==> config.mk <==
export PLATFORM = sky130hd
export DESIGN_NAME = sorted_list_priority_queue
export DESIGN_NICKNAME = d
export VERILOG_FILES = /design/src/sv/slpq_pkg.sv /design/src/sv/slpq_ctrl.sv /design/src/sv/slpq_dp.sv /design/src/sv/sorted_list_priority_queue.sv
export SDC_FILE = /design/constraint.sdc
export NUM_CORES = 2
export LEC_CHECK = 0
export ABC_CLOCK_PERIOD_IN_PS = 12000
export BUFFER_PORTS_ARGS = -buffer_cell sky130_fd_sc_hd__buf_4
export CAP_MARGIN = 5
export CORE_UTILIZATION = 66
export CTS_CLUSTER_DIAMETER = 50
export DETAILED_ROUTE_END_ITERATION = 8
export PLACE_DENSITY = 0.83
export RECOVER_POWER = 100
export SLEW_MARGIN = 20
export SYNTH_ARGS = -nofsm -noshare
export SYNTH_HDL_FRONTEND = slang
export SYNTH_SLANG_ARGS = --single-unit
==> constraint.sdc <==
create_clock -name clk -period 12 [get_ports clk]
set_clock_uncertainty 0.2 [all_clocks]
set_input_delay 1.8 -clock clk [delete_from_list [all_inputs] [get_ports clk]]
set_output_delay 1.8 -clock clk [all_outputs]
set_load 0.02 [all_outputs]
==> src/sv/slpq_pkg.sv <==
`default_nettype none
package slpq_pkg;

    localparam int DEPTH  = 32;
    localparam int IDX_W  = $clog2(DEPTH);
    localparam int CNT_W  = 6;
    localparam int POS_W  = 5;
    localparam int VAL_W  = 32;
    localparam int ST_W   = 2;

    // Output word: count, position, element, padded to whole bytes.
    localparam int ODATA_RAW = CNT_W + POS_W + VAL_W;
    localparam int ODATA_W   = ((ODATA_RAW + 7) / 8) * 8;
    localparam int OUSER_W   = 1 + ST_W;

    localparam logic REQ_INSERT = 1'b0;
    localparam logic REQ_REMOVE = 1'b1;

    localparam logic [ST_W-1:0] ST_OK          = 2'd0;
    localparam logic [ST_W-1:0] ST_NOTHING_RM  = 2'd1;
    localparam logic [ST_W-1:0] ST_FULL        = 2'd2;

    typedef struct packed {
        logic capture;
        logic update;
        logic load;
    } slpq_cmd_t;

    typedef struct packed {
        logic out_free;
        logic emit_last;
    } slpq_stat_t;

endpackage
`default_nettype wire

==> src/sv/slpq_ctrl.sv <==
`default_nettype none
module slpq_ctrl
    import slpq_pkg::*;
(
    input  wire logic       clk,
    input  wire logic       rst_n,
    input  wire logic       in_valid,
    output logic            in_ready,
    input  wire slpq_stat_t stat,
    output slpq_cmd_t       cmd
);

    localparam logic [1:0] S_IDLE   = 2'd0;
    localparam logic [1:0] S_UPDATE = 2'd1;
    localparam logic [1:0] S_EMIT   = 2'd2;

    logic [1:0] state_reg;
    logic [1:0] state_next;

    always_comb
    begin
        state_next  = state_reg;
        cmd         = '0;
        in_ready    = 1'b0;
        unique case (state_reg)
            S_IDLE:
            begin
                in_ready = 1'b1;
                if (in_valid)
                begin
                    cmd.capture = 1'b1;
                    state_next  = S_UPDATE;
                end
            end
            S_UPDATE:
            begin
                cmd.update = 1'b1;
                state_next = S_EMIT;
            end
            S_EMIT:
            begin
                // one word per free slot in the output register
                if (stat.out_free)
                begin
                    cmd.load = 1'b1;
                    if (stat.emit_last)
                    begin
                        state_next = S_IDLE;
                    end
                end
            end
            default:
            begin
                state_next = S_IDLE;
            end
        endcase
    end

    always_ff @(posedge clk or negedge rst_n)
    begin
        if (!rst_n)
        begin
            state_reg <= S_IDLE;
        end
        else
        begin
            state_reg <= state_next;
        end
    end

endmodule
`default_nettype wire

==> src/sv/slpq_dp.sv <==
`default_nettype none
module slpq_dp
    import slpq_pkg::*;
(
    input  wire logic               clk,
    input  wire logic               rst_n,
    input  wire slpq_cmd_t          cmd,
    output slpq_stat_t              stat,
    input  wire logic               in_req,
    input  wire logic [VAL_W-1:0]   in_value,
    output logic                    out_valid,
    input  wire logic               out_ready,
    output logic [ODATA_W-1:0]      out_data,
    output logic [OUSER_W-1:0]      out_user,
    output logic                    out_last
);

    logic                    req_reg;
    logic signed [VAL_W-1:0] val_reg;
    logic [CNT_W-1:0]        count_reg;
    logic [ST_W-1:0]         status_reg;
    logic [IDX_W-1:0]        idx_reg;
    logic signed [VAL_W-1:0] store_reg  [DEPTH];
    logic signed [VAL_W-1:0] store_next [DEPTH];
    logic [DEPTH-1:0]        lt;

    logic                    out_valid_reg;
    logic [ODATA_W-1:0]      out_data_reg;
    logic [OUSER_W-1:0]      out_user_reg;
    logic                    out_last_reg;

    logic                    empty;
    logic                    full;
    logic                    emit_last;
    logic signed [VAL_W-1:0] elem;

    assign empty = (count_reg == '0);
    assign full  = (count_reg == CNT_W'(DEPTH));

    // Each cell knows whether it stays, takes the new value or takes its lower neighbor.
    for (genvar i = 0; i < DEPTH; i++)
    begin : g_cell
        assign lt[i] = (CNT_W'(i) < count_reg) && (store_reg[i] < val_reg);
        if (i == 0)
        begin : g_first
            assign store_next[i] = lt[i] ? store_reg[i] : val_reg;
        end
        else
        begin : g_rest
            assign store_next[i] = lt[i]     ? store_reg[i] :
                                   lt[i-1]   ? val_reg      : store_reg[i-1];
        end
    end

    assign emit_last = empty || (CNT_W'(idx_reg) == count_reg - CNT_W'(1));
    assign elem      = empty ? '0 : store_reg[idx_reg];

    assign stat.out_free  = !out_valid_reg || out_ready;
    assign stat.emit_last = emit_last;

    always_ff @(posedge clk)
    begin
        if (cmd.capture)
        begin
            req_reg <= in_req;
            val_reg <= in_value;
        end
        if (cmd.update && req_reg == REQ_INSERT && !full)
        begin
            for (int i = 0; i < DEPTH; i++)
            begin
                store_reg[i] <= store_next[i];
            end
        end
        if (cmd.load)
        begin
            out_data_reg <= ODATA_W'({elem, (empty ? POS_W'(0) : POS_W'(idx_reg)),
                                      count_reg});
            out_user_reg <= {status_reg, !empty};
            out_last_reg <= emit_last;
        end
    end

    always_ff @(posedge clk or negedge rst_n)
    begin
        if (!rst_n)
        begin
            count_reg     <= '0;
            status_reg    <= ST_OK;
            idx_reg       <= '0;
            out_valid_reg <= 1'b0;
        end
        else
        begin
            if (cmd.update)
            begin
                idx_reg <= '0;
                if (req_reg == REQ_REMOVE)
                begin
                    if (empty)
                    begin
                        status_reg <= ST_NOTHING_RM;
                    end
                    else
                    begin
                        status_reg <= ST_OK;
                        count_reg  <= count_reg - CNT_W'(1);
                    end
                end
                else if (full)
                begin
                    status_reg <= ST_FULL;
                end
                else
                begin
                    status_reg <= ST_OK;
                    count_reg  <= count_reg + CNT_W'(1);
                end
            end
            if (cmd.load)
            begin
                idx_reg <= emit_last ? '0 : idx_reg + IDX_W'(1);
            end
            if (cmd.load)
            begin
                out_valid_reg <= 1'b1;
            end
            else if (out_ready)
            begin
                out_valid_reg <= 1'b0;
            end
        end
    end

    assign out_valid = out_valid_reg;
    assign out_data  = out_data_reg;
    assign out_user  = out_user_reg;
    assign out_last  = out_last_reg;

endmodule
`default_nettype wire

==> src/sv/sorted_list_priority_queue.sv <==
// Sorted-list priority queue of up to 32 signed 32-bit values, smallest first.
// Input stream: s_tuser selects insert (0) or remove-largest (1), s_tdata holds
// the value. Output stream: one word per stored element after each request,
// smallest first, tlast on the final word; an empty list gives one word with
// has_element low.
// Timing: a request is taken in the idle state, the list is updated in the next
// state (all cells shift in parallel), then one word per cycle leaves through
// the output register while the receiver does not stall it. The words of a
// request are read out serially, one per stored value.
// s_tready is high only between requests; the next request is taken while the
// final word of the previous one still waits in the output register.
// Reset empties the list and drops any pending word. A stalled receiver
// holds the output register, and the readout waits with it.
`default_nettype none
module sorted_list_priority_queue
    import slpq_pkg::*;
(
    input  wire logic                 clk,
    input  wire logic                 rst_n,
    input  wire logic                 s_tvalid,
    output logic                      s_tready,
    input  wire logic [VAL_W-1:0]     s_tdata,   // value
    input  wire logic [0:0]           s_tuser,   // req_type
    output logic                      m_tvalid,
    input  wire logic                 m_tready,
    output logic [ODATA_W-1:0]        m_tdata,   // count, position, element, zero pad
    output logic [OUSER_W-1:0]        m_tuser,   // has_element, status
    output logic                      m_tlast
);

    slpq_cmd_t  cmd;
    slpq_stat_t stat;

    slpq_ctrl u_ctrl (
        .clk      (clk),
        .rst_n    (rst_n),
        .in_valid (s_tvalid),
        .in_ready (s_tready),
        .stat     (stat),
        .cmd      (cmd)
    );

    slpq_dp u_dp (
        .clk       (clk),
        .rst_n     (rst_n),
        .cmd       (cmd),
        .stat      (stat),
        .in_req    (s_tuser[0]),
        .in_value  (s_tdata),
        .out_valid (m_tvalid),
        .out_ready (m_tready),
        .out_data  (m_tdata),
        .out_user  (m_tuser),
        .out_last  (m_tlast)
    );

endmodule
`default_nettype wire

==> summary.txt <==
Routing
  – Vias per std cell: 7.47
  – Total Wirelength: 230000 um
  – Post-DR wirelength/cell: 31.5 um
  – Final ANT Viol Nets: 0
  – Routed via count: 54400
  – Initial DRT Pass Iterations: 8
  – # DRC: 25
  – Iter 0 DRT Violations: 7134

Worst setup path
  – R2r setup slk: 3.18 ns
  – R2r endpoint: u_dp.store_reg[27][24]
  – Slowest CP cell: clkbuf_1
  – Family with the most delay on the worst path: buffers and inverters
  – Worst Path Arrival: 9.03 ns
  – R2R Path Start: u_dp.val_reg[3]
  – Crit path buf inv count: 5
  – Worst reg2reg path depth: 12
  – Crit-path cells: clkbuf_1 -> inv_1 -> clkbuf_1 -> ha_1 -> o21ai_0 -> a21oi_1 -> o21ai_0 -> a2111oi_0 -> a2bb2oi_1 -> buf_4 -> and2_0 -> buf_4
  – Critical-path maximum fanout: 33
  – CP Capture Type: register
  – Max incr delay on CP: 1.60 ns
  – CP Launch Type: register
  – CP required: 12.21 ns
  – Critical path class: reg -> reg

Floorplan
  – FP Rows: 124
  – Die ar.: 117000 um2
  – Initial Util: 0.667
  – Die X: 342 um
  – Io pins: 91
  – Die height: 342 um
  – Core ar.: 115000 um2

Hold path
  – Hold path endpoint: u_dp.out_user[2]
  – Hold path startpoint: u_dp.status_reg[1]
  – Hold Path Class: reg -> reg
  – Worst Hold Depth: 0

Placement
  – DP HPWL: 164000 um
  – PortBufs: 85
  – GPL Wtd Cong: 0.961
  – DP Area: 79000 um2

Global routing
  – Largest net degree at the start of global routing: 154
  – Vias in the first global route: 53100
  – Total gr overflow: 0
  – First-pass GRT wire length: 342000 um
  – Initial antenna violation count: 9
  – GR Util All Layers: 0.391

Power and ir drop
  – PwrDens: 225 nW/um2
  – Max IR drop VDD: 0.185 mV
  – Leak: 0.0309 uW

Run status
  – Failing checks: DRC, capacitance limit, slew limit
  – Outcome: finished, violations left

Synth
  – Synthesis Warnings: 0
  – Async SR Flop Fraction: 0.0143
  – Synth top area share: 0.434
  – Yosys reg bits: 1120
  – Number of enable flip-flop cells after synthesis: 1104
  – Post-synthesis cell area: 76300 um2
  – Largest cells by area after synthesis: edfxtp_1, ha_1, mux2_2, mux4_2, a21oi_1
  – Distinct cells, synth: 66
  – Post-Syn Area per Cell: 13.7 um2
  – Synth Flop Type: edfxtp_1
  – Seq/Total Area, Yosys: 0.440
  – Post-synth top area cell: edfxtp_1
  – Synth Instances: 5571

Clock network
  – Latest clock arrival within the worst-skew pair: 0.78 ns
  – TritonCTS clock tree: done
  – Htree depth: 4
  – CTS Buffer Depth: 3
  – Num CTS Buffers: 144
  – Sink Count: 1120
  – CTS resizes: 0
  – Clock Tree Root: clkbuf_16
  – Post-CTS setup buffers: 0
  – Clk slew on worst S/H paths: 0.06 ns
  – Hold Buf Count CTS: 0

Timing
  – Fin crit period: 8.82 ns
  – Pins Over Slew Limit: 1941
  – Slew headroom: -1.18
  – Worst-Margin Slew: 3.27 ns
  – RSZ-0062 raised after global routing: no
  – Setup TNS: 0 ns
  – Final period utilization: 0.735
  – Fmax: 0.113 GHz
  – Final setup fails: 0
  – Final Hold Vio Count: 0

Final layout
  – Final #Nets: 6689
  – P&R area growth vs syn: 8.96%
  – Post-layout util: 0.726
  – Most common cell after layout, fill and taps aside: edfxtp_1
  – Filler cells: 7286
  – Fraction of layout cells with a size suffix above 1: 0.282
  – Antenna diode count: 0
  – Max reg flops: 1024
  – Commonest non-fill, non-tap cells in the layout: edfxtp_1, ha_1, mux2_2
  – Post-route cell area: 83200 um2
  – Register area: 33600 um2
  – Area taken by multi-input logic gates: 41400 um2

Run
  – Max Cap Viol: 63
## metrics by stage
stage	power, uW	worst slack, ns	hold WS (ns)	std cells
floorplan	11600	6.37	0.220	5575
global placement	13800	5.92	0.256	7019
detailed placement	14100	6.51	0.251	7020
CTS	18500	6.38	0.280	7282
global route	19300	3.06	0.288	7284
finish	18700	3.18	0.272	7284
## routing by layer
layer  GRT usage  part of all wire
met1       0.537              0.38
met2       0.577              0.44
met3       0.111              0.13
met4       0.183             0.051
met5           0           0.00060
## cells in the mapped netlist, types with 7 or more instances
cell type / n
o211ai_1: 9
o2111ai_1: 24
buf_6: 9
nor3_1: 38
a21oi_1: 394
and3_1: 26
nand2b_1: 41
edfxtp_1: 1104
clkbuf_1: 153
mux2_4: 20
buf_1: 22
ha_1: 996
o311a_1: 23
mux2_2: 948
a211oi_1: 42
buf_2: 102
nand4_1: 146
a2111oi_0: 8
dfrtp_1: 16
mux2i_2: 14
and2_1: 33
nand2_1: 242
xor2_1: 7
buf_4: 11
or3_1: 28
mux4_2: 320
a221o_1: 23
mux2i_1: 10
nor2_1: 132
o21ai_0: 120
a211o_1: 28
a221oi_1: 8
mux2_1: 29
nand3_1: 121
a31oi_1: 56
inv_1: 41
nor2b_1: 51
a21o_1: 112
## logic make-up after synthesis
family,share of synthesized area
fa+ha+maj,0.163
buf+inv,0.0198
compound gates,0.0720
xor+xnor,0.00149
mux,0.246
simple gates,0.0575
flops,0.440
other cells,0.0000491
## power breakdown
part           switching, uW  total [uW]  internal [uW]  leakage (uW)
Sequential               536        5920           5390        0.0102
Clock                   1800        4460           2650       0.00235
Combinational           4570        8320           3750        0.0183
## cell type report
cell class / count / share of cell area
repair buffers: 232 / 0.0157
flip-flops and latches: 1120 / 0.404
clock buffers: 176 / 0.0473
inverters: 42 / 0.00190
well taps: 1512 / 0.0227
multi-input cells: 4116 / 0.498
clock inverters: 86 / 0.0107
## worst max-delay path by stage
stage	slack, ns	endpoint	depth (start not counted)	start
floorplan	6.37	u_dp.store_reg[31][0]	8	u_dp.val_reg[25]
global placement	5.92	u_dp.store_reg[17][25]	12	u_dp.val_reg[30]
detailed placement	6.51	u_dp.store_reg[27][22]	11	u_dp.val_reg[15]
CTS	6.38	u_dp.store_reg[27][18]	11	u_dp.val_reg[11]
global route	3.06	u_dp.store_reg[27][18]	12	u_dp.val_reg[3]
finish	3.18	u_dp.store_reg[27][24]	12	u_dp.val_reg[3]
Power figures use the tool's default switching activity.
